[src/rtl/priority_message_queue_defines.svh]
// ---------------------------------------------------------------------------
// Priority message queue assertion macros
// Shared property templates for the queue's concurrent checks.
// ---------------------------------------------------------------------------
`ifndef PRIORITY_MESSAGE_QUEUE_DEFINES_SVH
`define PRIORITY_MESSAGE_QUEUE_DEFINES_SVH

// Same-cycle implication, sampled on clk, off during reset
`define PMQ_ASSERT_IMP(lbl, ante, cons, msg) \
	lbl: assert property (@(posedge clk) disable iff (!arst_n) (ante) |-> (cons)) \
		else $error(msg);

// Next-cycle implication, sampled on clk, off during reset
`define PMQ_ASSERT_NXT(lbl, ante, cons, msg) \
	lbl: assert property (@(posedge clk) disable iff (!arst_n) (ante) |=> (cons)) \
		else $error(msg);

`endif

[src/rtl/pmq_pkg.sv]
// ---------------------------------------------------------------------------
// Priority message queue package
// Sizes, codes, slot record layout and the ordering rule used by the scan.
// ---------------------------------------------------------------------------
package pmq_pkg;

	// Storage geometry
	localparam int DEPTH         = 16;
	localparam int IDX_W         = (DEPTH > 1) ? $clog2(DEPTH) : 1;
	localparam int CNT_W         = $clog2(DEPTH + 1);
	localparam int PAYLOAD_BYTES = 8;

	// Fixed field widths
	localparam int PAYLOAD_W   = 64;
	localparam int BYTES_W     = 4;
	localparam int PRIO_W      = 8;
	localparam int SEQ_W       = 32;
	localparam int CFG_MAX_W   = 4;
	localparam int CFG_DEPTH_W = 5;
	localparam int CFG_DATA_W  = 5;
	localparam int DCMP_W      = (CNT_W > CFG_DEPTH_W) ? CNT_W : CFG_DEPTH_W;

	// Configuration register indexes
	localparam logic CFG_MAX_BYTES = 1'b0;
	localparam logic CFG_DEPTH     = 1'b1;

	// Operation kinds
	localparam logic KIND_SEND = 1'b0;
	localparam logic KIND_RECV = 1'b1;

	typedef enum logic [2:0] {
		STAT_OK       = 3'd0,
		STAT_FULL     = 3'd1,
		STAT_EMPTY    = 3'd2,
		STAT_SIZE     = 3'd3,
		STAT_CAPACITY = 3'd4
	} status_t;

	typedef enum logic [2:0] {
		ST_IDLE,
		ST_SEND_SCAN,
		ST_RECV_SCAN,
		ST_RECV_DRAIN,
		ST_RECV_DECIDE,
		ST_RESULT
	} state_t;

	typedef struct packed {
		logic [PAYLOAD_W-1:0] payload;
		logic [BYTES_W-1:0]   nbytes;
		logic [PRIO_W-1:0]    prio;
		logic [SEQ_W-1:0]     seq;
	} slot_t;

	localparam int SLOT_W = $bits(slot_t);

	// Candidate wins on higher priority, or on equal priority with an older
	// sequence number (wrap-aware: top bit of the difference)
	function automatic logic better(
		input logic [PRIO_W-1:0] cp,
		input logic [SEQ_W-1:0]  cs,
		input logic [PRIO_W-1:0] bp,
		input logic [SEQ_W-1:0]  bs
	);
		logic [SEQ_W-1:0] diff;
		diff = cs - bs;
		if (cp != bp) begin
			return cp > bp;
		end
		return diff[SEQ_W-1];
	endfunction

endpackage

[src/rtl/pmq_ram.sv]
// ---------------------------------------------------------------------------
// Generic single-write, single-read RAM
// One write port and one read port with registered read data.
// ---------------------------------------------------------------------------
module pmq_ram #(
	parameter int W_DATA  = 8,
	parameter int N_WORDS = 16
) (
	input  logic                  clk,
	input  logic                  we,
	input  logic [((N_WORDS > 1) ? $clog2(N_WORDS) : 1)-1:0] waddr,
	input  logic [W_DATA-1:0]     wdata,
	input  logic [((N_WORDS > 1) ? $clog2(N_WORDS) : 1)-1:0] raddr,
	output logic [W_DATA-1:0]     rdata
);

	logic [W_DATA-1:0] mem_q [N_WORDS];
	logic [W_DATA-1:0] rdata_q;

	// Write and registered read
	always_ff @(posedge clk) begin
		if (we) begin
			mem_q[waddr] <= wdata;
		end
		rdata_q <= mem_q[raddr];
	end

	assign rdata = rdata_q;

endmodule

[src/rtl/priority_message_queue.sv]
// A send goes from IDLE straight to RESULT on a size error, else it probes
// slots in SEND_SCAN; a receive passes RECV_SCAN, RECV_DRAIN and RECV_DECIDE.
// One operation at a time: the input stays stalled until the result is
// loaded into the output register.
// Reset clears all slot-full flags, counts, the sequence counter and restores
// max_message_bytes to 8 and depth_in_use to 16; slot records are not cleared.
// ---------------------------------------------------------------------------
// Priority message queue
// Fixed-depth message store with highest-priority, oldest-first dequeue,
// scanned one slot per cycle by a small sequencer.
// ---------------------------------------------------------------------------
module priority_message_queue (
	input  logic                              clk,
	input  logic                              arst_n,
	// Configuration writes
	input  logic                              cfg_wr_en,
	input  logic                              cfg_index,
	input  logic [pmq_pkg::CFG_DATA_W-1:0]    cfg_wdata,
	// Operation channel
	input  logic                              in_valid,
	output logic                              in_stall,
	input  logic                              kind,
	input  logic [pmq_pkg::PAYLOAD_W-1:0]     payload,
	input  logic [pmq_pkg::BYTES_W-1:0]       payload_bytes,
	input  logic [pmq_pkg::PRIO_W-1:0]        priority_req,
	input  logic [pmq_pkg::BYTES_W-1:0]       receive_capacity,
	// Result channel
	output logic                              out_valid,
	input  logic                              out_stall,
	output logic [2:0]                        status,
	output logic [pmq_pkg::PAYLOAD_W-1:0]     out_payload,
	output logic [pmq_pkg::BYTES_W-1:0]       out_bytes,
	output logic [pmq_pkg::PRIO_W-1:0]        out_priority,
	output logic [pmq_pkg::CNT_W-1:0]         messages_queued,
	output logic [pmq_pkg::CNT_W-1:0]         high_water_mark
);

`include "priority_message_queue_defines.svh"

	pmq_pkg::state_t                 state_q, state_d;

	// Configuration
	logic [pmq_pkg::CFG_MAX_W-1:0]   max_bytes_q;
	logic [pmq_pkg::CFG_DEPTH_W-1:0] depth_q;
	logic [pmq_pkg::BYTES_W-1:0]     size_lim;
	logic [pmq_pkg::DCMP_W-1:0]      depth_lim;

	// Queue bookkeeping
	logic [pmq_pkg::DEPTH-1:0]       slot_full_q;
	logic [pmq_pkg::CNT_W-1:0]       count_q;
	logic [pmq_pkg::CNT_W-1:0]       peak_q;
	logic [pmq_pkg::SEQ_W-1:0]       seq_q;

	// Latched operation
	logic                            kind_q;
	logic [pmq_pkg::PAYLOAD_W-1:0]   pay_q;
	logic [pmq_pkg::BYTES_W-1:0]     nbytes_q;
	logic [pmq_pkg::PRIO_W-1:0]      prio_q;
	logic [pmq_pkg::BYTES_W-1:0]     cap_q;
	logic [pmq_pkg::PAYLOAD_W-1:0]   pay_masked;

	// Scan
	logic [pmq_pkg::CNT_W-1:0]       scan_q;
	logic [pmq_pkg::IDX_W-1:0]       scan_idx;
	logic                            rd_vld_s1;
	logic [pmq_pkg::IDX_W-1:0]       rd_idx_s1;
	logic                            found_q;
	pmq_pkg::slot_t                  best_q;
	logic [pmq_pkg::IDX_W-1:0]       best_idx_q;
	pmq_pkg::slot_t                  rd_slot;
	pmq_pkg::slot_t                  wr_slot;
	logic                            cand_wins;

	// Sequencer strobes
	logic                            item_take;
	logic                            send_hit;
	logic                            scan_step;
	logic                            rd_issue;
	logic                            take_msg;
	logic                            out_load;
	logic                            res_ld;
	pmq_pkg::status_t                res_status_d, res_status_q;

	// Result register
	logic                            out_valid_q;
	pmq_pkg::status_t                out_status_q;
	logic [pmq_pkg::PAYLOAD_W-1:0]   out_payload_q;
	logic [pmq_pkg::BYTES_W-1:0]     out_bytes_q;
	logic [pmq_pkg::PRIO_W-1:0]      out_prio_q;
	logic [pmq_pkg::CNT_W-1:0]       out_count_q;
	logic [pmq_pkg::CNT_W-1:0]       out_peak_q;

	// Clamp configuration to the storage limits
	assign size_lim = (max_bytes_q > pmq_pkg::BYTES_W'(pmq_pkg::PAYLOAD_BYTES)) ?
		pmq_pkg::BYTES_W'(pmq_pkg::PAYLOAD_BYTES) : max_bytes_q;
	assign depth_lim = (pmq_pkg::DCMP_W'(depth_q) > pmq_pkg::DCMP_W'(pmq_pkg::DEPTH)) ?
		pmq_pkg::DCMP_W'(pmq_pkg::DEPTH) : pmq_pkg::DCMP_W'(depth_q);

	assign scan_idx = scan_q[pmq_pkg::IDX_W-1:0];

	// Keep only the low payload_bytes bytes of the payload
	always_comb begin
		for (int b = 0; b < pmq_pkg::PAYLOAD_W / 8; b++) begin
			pay_masked[b*8 +: 8] = (b < int'(payload_bytes)) ? payload[b*8 +: 8] : 8'd0;
		end
	end

	// Slot records
	assign wr_slot = '{payload: pay_q, nbytes: nbytes_q, prio: prio_q, seq: seq_q};

	pmq_ram #(
		.W_DATA  (pmq_pkg::SLOT_W),
		.N_WORDS (pmq_pkg::DEPTH)
	) u_slot_ram (
		.clk   (clk),
		.we    (send_hit),
		.waddr (scan_idx),
		.wdata (wr_slot),
		.raddr (scan_idx),
		.rdata (rd_slot)
	);

	assign cand_wins = !found_q ||
		pmq_pkg::better(rd_slot.prio, rd_slot.seq, best_q.prio, best_q.seq);

	// State register
	always_ff @(posedge clk or negedge arst_n) begin
		if (!arst_n) begin
			state_q <= pmq_pkg::ST_IDLE;
		end else begin
			state_q <= state_d;
		end
	end

	// Next state and strobes
	always_comb begin
		state_d      = state_q;
		in_stall     = 1'b1;
		item_take    = 1'b0;
		send_hit     = 1'b0;
		scan_step    = 1'b0;
		rd_issue     = 1'b0;
		take_msg     = 1'b0;
		out_load     = 1'b0;
		res_ld       = 1'b0;
		res_status_d = pmq_pkg::STAT_OK;
		case (state_q)
			pmq_pkg::ST_IDLE: begin
				in_stall = 1'b0;
				if (in_valid) begin
					item_take = 1'b1;
					if (kind == pmq_pkg::KIND_RECV) begin
						state_d = pmq_pkg::ST_RECV_SCAN;
					end else if (payload_bytes > size_lim) begin
						res_ld       = 1'b1;
						res_status_d = pmq_pkg::STAT_SIZE;
						state_d      = pmq_pkg::ST_RESULT;
					end else begin
						state_d = pmq_pkg::ST_SEND_SCAN;
					end
				end
			end
			pmq_pkg::ST_SEND_SCAN: begin
				if (pmq_pkg::DCMP_W'(scan_q) >= depth_lim) begin
					res_ld       = 1'b1;
					res_status_d = pmq_pkg::STAT_FULL;
					state_d      = pmq_pkg::ST_RESULT;
				end else if (!slot_full_q[scan_idx]) begin
					send_hit     = 1'b1;
					res_ld       = 1'b1;
					res_status_d = pmq_pkg::STAT_OK;
					state_d      = pmq_pkg::ST_RESULT;
				end else begin
					scan_step = 1'b1;
				end
			end
			pmq_pkg::ST_RECV_SCAN: begin
				rd_issue  = 1'b1;
				scan_step = 1'b1;
				if (scan_q == pmq_pkg::CNT_W'(pmq_pkg::DEPTH - 1)) begin
					state_d = pmq_pkg::ST_RECV_DRAIN;
				end
			end
			pmq_pkg::ST_RECV_DRAIN: begin
				state_d = pmq_pkg::ST_RECV_DECIDE;
			end
			pmq_pkg::ST_RECV_DECIDE: begin
				res_ld = 1'b1;
				if (!found_q) begin
					res_status_d = pmq_pkg::STAT_EMPTY;
				end else if (best_q.nbytes > cap_q) begin
					res_status_d = pmq_pkg::STAT_CAPACITY;
				end else begin
					res_status_d = pmq_pkg::STAT_OK;
					take_msg     = 1'b1;
				end
				state_d = pmq_pkg::ST_RESULT;
			end
			pmq_pkg::ST_RESULT: begin
				if (!out_valid_q || !out_stall) begin
					out_load = 1'b1;
					state_d  = pmq_pkg::ST_IDLE;
				end
			end
			default: begin
				state_d = pmq_pkg::ST_IDLE;
			end
		endcase
	end

	// Control state: configuration, flags, counts, scan position
	always_ff @(posedge clk or negedge arst_n) begin
		if (!arst_n) begin
			max_bytes_q <= pmq_pkg::CFG_MAX_W'(8);
			depth_q     <= pmq_pkg::CFG_DEPTH_W'(16);
			slot_full_q <= '0;
			count_q     <= '0;
			peak_q      <= '0;
			seq_q       <= '0;
			scan_q      <= '0;
			rd_vld_s1   <= 1'b0;
			found_q     <= 1'b0;
			out_valid_q <= 1'b0;
		end else begin
			// Configuration writes
			if (cfg_wr_en) begin
				case (cfg_index)
					pmq_pkg::CFG_MAX_BYTES: max_bytes_q <= cfg_wdata[pmq_pkg::CFG_MAX_W-1:0];
					pmq_pkg::CFG_DEPTH:     depth_q     <= cfg_wdata[pmq_pkg::CFG_DEPTH_W-1:0];
					default: ;
				endcase
			end
			// Advance the scan
			if (item_take) begin
				scan_q <= '0;
			end else if (scan_step) begin
				scan_q <= scan_q + 1'b1;
			end
			rd_vld_s1 <= rd_issue && slot_full_q[scan_idx];
			// Track whether any queued slot has been seen
			if (item_take) begin
				found_q <= 1'b0;
			end else if (rd_vld_s1) begin
				found_q <= 1'b1;
			end
			// Claim a slot on send
			if (send_hit) begin
				slot_full_q[scan_idx] <= 1'b1;
				seq_q   <= seq_q + 1'b1;
				count_q <= count_q + 1'b1;
				if (count_q + 1'b1 > peak_q) begin
					peak_q <= count_q + 1'b1;
				end
			end
			// Release the chosen slot on receive
			if (take_msg) begin
				slot_full_q[best_idx_q] <= 1'b0;
				if (count_q != '0) begin
					count_q <= count_q - 1'b1;
				end
			end
			// Result handshake
			if (out_load) begin
				out_valid_q <= 1'b1;
			end else if (!out_stall) begin
				out_valid_q <= 1'b0;
			end
		end
	end

	// Payload registers: latched operation, best candidate, result
	always_ff @(posedge clk) begin
		if (item_take) begin
			kind_q   <= kind;
			pay_q    <= pay_masked;
			nbytes_q <= payload_bytes;
			prio_q   <= priority_req;
			cap_q    <= receive_capacity;
		end
		rd_idx_s1 <= scan_idx;
		// Hold the best queued slot seen so far
		if (rd_vld_s1 && cand_wins) begin
			best_q     <= rd_slot;
			best_idx_q <= rd_idx_s1;
		end
		if (res_ld) begin
			res_status_q <= res_status_d;
		end
		if (out_load) begin
			out_status_q <= res_status_q;
			out_count_q  <= count_q;
			out_peak_q   <= peak_q;
			if (kind_q == pmq_pkg::KIND_RECV && res_status_q == pmq_pkg::STAT_OK) begin
				out_payload_q <= best_q.payload;
				out_bytes_q   <= best_q.nbytes;
				out_prio_q    <= best_q.prio;
			end else begin
				out_payload_q <= '0;
				out_bytes_q   <= '0;
				out_prio_q    <= '0;
			end
		end
	end

	assign out_valid       = out_valid_q;
	assign status          = out_status_q;
	assign out_payload     = out_payload_q;
	assign out_bytes       = out_bytes_q;
	assign out_priority    = out_prio_q;
	assign messages_queued = out_count_q;
	assign high_water_mark = out_peak_q;

	// Checks
	`PMQ_ASSERT_IMP(a_count_matches_flags, 1'b1,
		$countones(slot_full_q) == int'(count_q), "message count disagrees with slot flags")
	`PMQ_ASSERT_IMP(a_peak_covers_count, 1'b1, peak_q >= count_q,
		"high-water mark below message count")
	`PMQ_ASSERT_NXT(a_busy_after_transfer, in_valid && !in_stall, in_stall,
		"operation accepted while previous one runs")
	`PMQ_ASSERT_IMP(a_take_only_queued, take_msg, slot_full_q[best_idx_q],
		"receive releases a free slot")

endmodule

[config.mk]
export PLATFORM = sky130hd
export DESIGN_NAME = priority_message_queue
export DESIGN_NICKNAME = d
export VERILOG_FILES = /design/src/rtl/pmq_pkg.sv /design/src/rtl/pmq_ram.sv /design/src/rtl/priority_message_queue.sv
export VERILOG_INCLUDE_DIRS = /design/src /design/src/rtl
export SDC_FILE = /design/constraint.sdc
export NUM_CORES = 2
export LEC_CHECK = 0
export BUFFER_PORTS_ARGS = -buffer_cell sky130_fd_sc_hd__buf_4
export CORE_MARGIN = 4
export CORE_UTILIZATION = 35
export DETAILED_ROUTE_END_ITERATION = 7
export PLACE_DENSITY_LB_ADDON = 0.1
export SYNTH_ARGS = -nofsm -noshare
export SYNTH_HDL_FRONTEND = slang
export SYNTH_HIERARCHICAL = 1
export SYNTH_SLANG_ARGS = --single-unit
[constraint.sdc]
create_clock -name clk -period 14.96 [get_ports clk]
set_input_delay 1.496 -clock clk [delete_from_list [all_inputs] [get_ports clk]]
set_output_delay 1.496 -clock clk [all_outputs]
set_load 0.005 [all_outputs]
==> summary.md <==
| Metric | Value |
|---|---|
| Number of flip-flops and latches in the synthesized netlist | `2203` |
| TritonRoute pass-1 iters | `7` |
| Number of buffers added by the clock tree synthesis step | `231` |
| Worst Setup End Kind | `flip-flop` |
| Initial antenna violation count | `11` |
| Sum of overflow across all layers after global routing | `0` |
| Syn Std Cell Area | `0.0816 mm^2` |
| Classification of the worst setup path | `reg -> reg` |
| Data required time of the critical path | `15.41 ns` |
| Cells after Synth | `3781` |
| Maximum number of pins on one net before global-route repair | `104` |
| Reg area | `0.0647 mm^2` |
| Buffer cell driving the clock tree root | `clkbuf_16` |
| Largest family of logic cells by synthesized area | `multiplexers` |
| Unique masters post-synth | `56` |
| Post-CTS Resized | `0` |
| Total power divided by cell area | `173 mW/mm^2` |
| Type of the tightest min-delay check | `reg -> reg` |
| P&R area growth vs syn | `15.6%` |
| Worst Slack Setup Final | `7.82 ns` |
| Post-DRT Antenna Nets | `0` |
| Area used by multi-input combinational logic | `0.0160 mm^2` |
| Number of nets produced by synthesis | `3937` |
| Synth async-reset ratio | `0.0354` |
| Via density per instance | `5.13` |
| Biggest fanout along the worst timing path | `44` |
| Clk Latency, worst-skew pair | `0.85 ns` |
| Arrival time reported for the critical path endpoint | `7.59 ns` |
| Initial core utilization | `0.351` |
| Clock tree from TritonCTS | `done` |
| Number of buffers inserted by post-CTS setup repair | `0` |
| Number of port buffers | `182` |
| Routed vias | `37800` |
| Cell with the most instances on the worst path | `buf_4` |
| Synth Area in Compound Gates | `0.0278` |
| Half-perimeter wire length after detailed placement | `106000 um` |
| Placeable Area | `0.232 mm^2` |
| Proportion of netlist area held by the largest area contributor | `0.740` |
| Die width | `491 um` |
| Leak pwr | `30.6 nW` |
| Hold buffer count at CTS | `0` |
| Multiplexer share of the synthesized area | `0.122` |
| Maximum clock frequency | `140 MHz` |
| Fin crit period | `7.14 ns` |
| Maximum clock path buffer count | `3` |
| Mapped Avg Cell Area | `21.6 um^2` |
| Power after layout | `0.0164 W` |
| Count of final max-slew check failures | `0` |
| Combined global-route utilization of all metal layers | `0.167` |
| Routed WL per cell | `27.5 um` |
| Post-route setup TNS | `0 ns` |
| Area contributors post-synth | `edfxtp_1, mux4_2, dfxtp_1` |
| Critical-path cell with the highest stage delay | `dfrtp_4` |
| Share of final-layout standard cells stronger than drive strength 1 | `0.254` |
| Max stage delay on crit path | `0.93 ns` |
| Worst-case vdd ir drop | `212 uV` |
| Number of failing setup endpoints in the final timing report | `0` |
| Synth Warn # | `6` |
| Cell Rows | `177` |
| First-pass GRT wire length | `295000 um` |
| Height of the die | `491 um` |
| Most frequently used cell type in the post-synthesis netlist | `edfxtp_1` |
| Gpl congestion | `0.725` |
| DRT Wirelength | `202000 um` |
| Adder and majority cell fraction of the synthesized area | `0.00981` |
| Maxcap violations | `0` |
| # nets final | `4268` |
| Number of H-tree levels | `4` |
| Kind of start point of the critical path | `flip-flop` |
| Sequential-to-total area share from yosys stat | `0.792` |
| Final Hold Viols | `0` |
| Worst slew margin relative to its limit | `0.303` |
| Pre-CTS setup slack | `7.63 ns` |
| Status | `complete, no violations` |
| RSZ-0062 raised after global routing | `false` |
| EDFF count, synth | `2013` |
| Ports | `183` |
| Worst-path cell chain | `buf_4 -> mux4_2 -> mux4_2 -> a2111o_1 -> clkinv_2 -> nand3b_1 -> nor2_4 -> buf_4 -> buf_4 -> buf_4` |
| Number of design-rule violations left by the first detailed-router iteration | `2887` |
| Library cell with the largest summed area after synthesis | `edfxtp_1` |
| Synth Area in Simple Gates | `0.0293` |
| Most used flip-flop cell after synthesis | `edfxtp_1` |
| # DRC | `0` |
| Worst clock skew | `0.0278 ns` |
| Xor and xnor fraction of the mapped netlist area | `0.00429` |
| List of most frequent post-synthesis cells | `edfxtp_1, mux4_2, a22oi_1, nand2_1, dfxtp_1` |
| Fin crit share | `0.477` |
| # clock sinks | `2203` |
| Pin slew with the least headroom to its limit | `1.04 ns` |
| Via count of the first global-routing pass | `40500` |
| Count of filler cells inserted in the layout | `20400` |
| Die footprint | `0.241 mm^2` |
| Clock-pin slew on the worst setup and hold paths | `0.06 ns` |
per-layer routing:
metal	track usage	part of all wire	wire, um
met5	0	0	0
met4	0.0434	0.021	4260
met3	0.0248	0.039	7910
met2	0.274	0.49	99000
met1	0.235	0.45	91100
worst max-delay path: cells and delay by family (launching register included):
| kind | cells | cell delay (ns) |
|---|---|---|
| simple gates | 2 | 0.59 |
| compound gates | 1 | 0.55 |
| buf+inv | 5 | 3.36 |
| flops | 1 | 0.93 |
| mux | 2 | 1.15 |
final cells by class:
| type | count | area share |
|---|---|---|
| clock buffers | 324 | 0.0688 |
| repair buffers | 261 | 0.0221 |
| flip-flops and latches | 2203 | 0.685 |
| well taps | 3043 | 0.0403 |
| clock inverters | 112 | 0.0118 |
| inverters | 66 | 0.00269 |
| diodes | 8 | 0.000212 |
| multi-input cells | 1349 | 0.169 |
stage by stage:
step	hold WS (ns)	std cells	area (um^2)	util
floorplan	0.386	3781	81600	-
global placement	0.386	6922	86800	0.374
detailed placement	0.389	6922	86800	0.374
CTS	0.388	7358	94400	0.406
global route	0.399	7359	94400	0.406
finish	0.383	7366	94400	0.406
sequential cells by signal (all words and copies together), names as in the netlist, 5 cells and up:
signal            count
count_q               5
out_payload          64
scan_q                5
pay_q                64
slot_full_q          16
seq_q                32
u_slot_ram/rdata    108
peak_q                5
best_q              108
u_slot_ram/mem_q   1728
depth_q               5
messages_queued       5
prio_q                8
out_priority          8
high_water_mark       5
report_power, final:
group / switching, W / internal, W
Sequential: 0.000388 / 0.00740
Clock: 0.00236 / 0.00336
Combinational: 0.00159 / 0.00125
worst paths after layout:
kind | slack (ns) | startpoint | endpoint | cells after the start
max reg2reg | 7.82 | scan_q[0] | u_slot_ram/mem_q[6][66] | 10
min | 0.38 | u_slot_ram/rdata[84] | best_q[84] | 0
max | 7.82 | scan_q[0] | u_slot_ram/mem_q[6][66] | 10
min in group asynchronous | 0.61 | arst_n | slot_full_q[12] | 1
max in group asynchronous | 13.24 | arst_n | seq_q[20] | 2
min reg2reg | 0.38 | u_slot_ram/rdata[84] | best_q[84] | 0
cell usage in the layout, fill, tap and decap left out, types with 26 or more instances in the layout:
master / synthesis / routed
inv_1: 65 / 64
and2_1: 98 / 97
buf_4: 19 / 251
nor2_1: 60 / 46
clkbuf_16: 0 / 233
clkbuf_8: 0 / 32
a22oi_1: 217 / 217
clkbuf_1: 62 / 59
clkinv_2: 1 / 42
nor2b_1: 59 / 57
dfrtp_1: 76 / 74
nand2_1: 162 / 162
ha_1: 64 / 64
nand3_1: 30 / 30
dfxtp_1: 112 / 112
edfxtp_1: 2013 / 2013
clkinv_1: 0 / 35
mux4_2: 437 / 437
xnor2_1: 26 / 26
cell families (layout without fill, tap and decap cells):
logic type | after synthesis | after routing
and+or+nand+nor | 476 | 476
xor gates and xnor gates | 40 | 40
DFF | 2203 | 2203
muxes | 451 | 451
buffers and inverters | 229 | 763
other | 0 | 8
AOI/OAI and AO/OA | 318 | 318
adders and majority gates | 64 | 64
No activity file was read; power rests on OpenSTA's default activity.
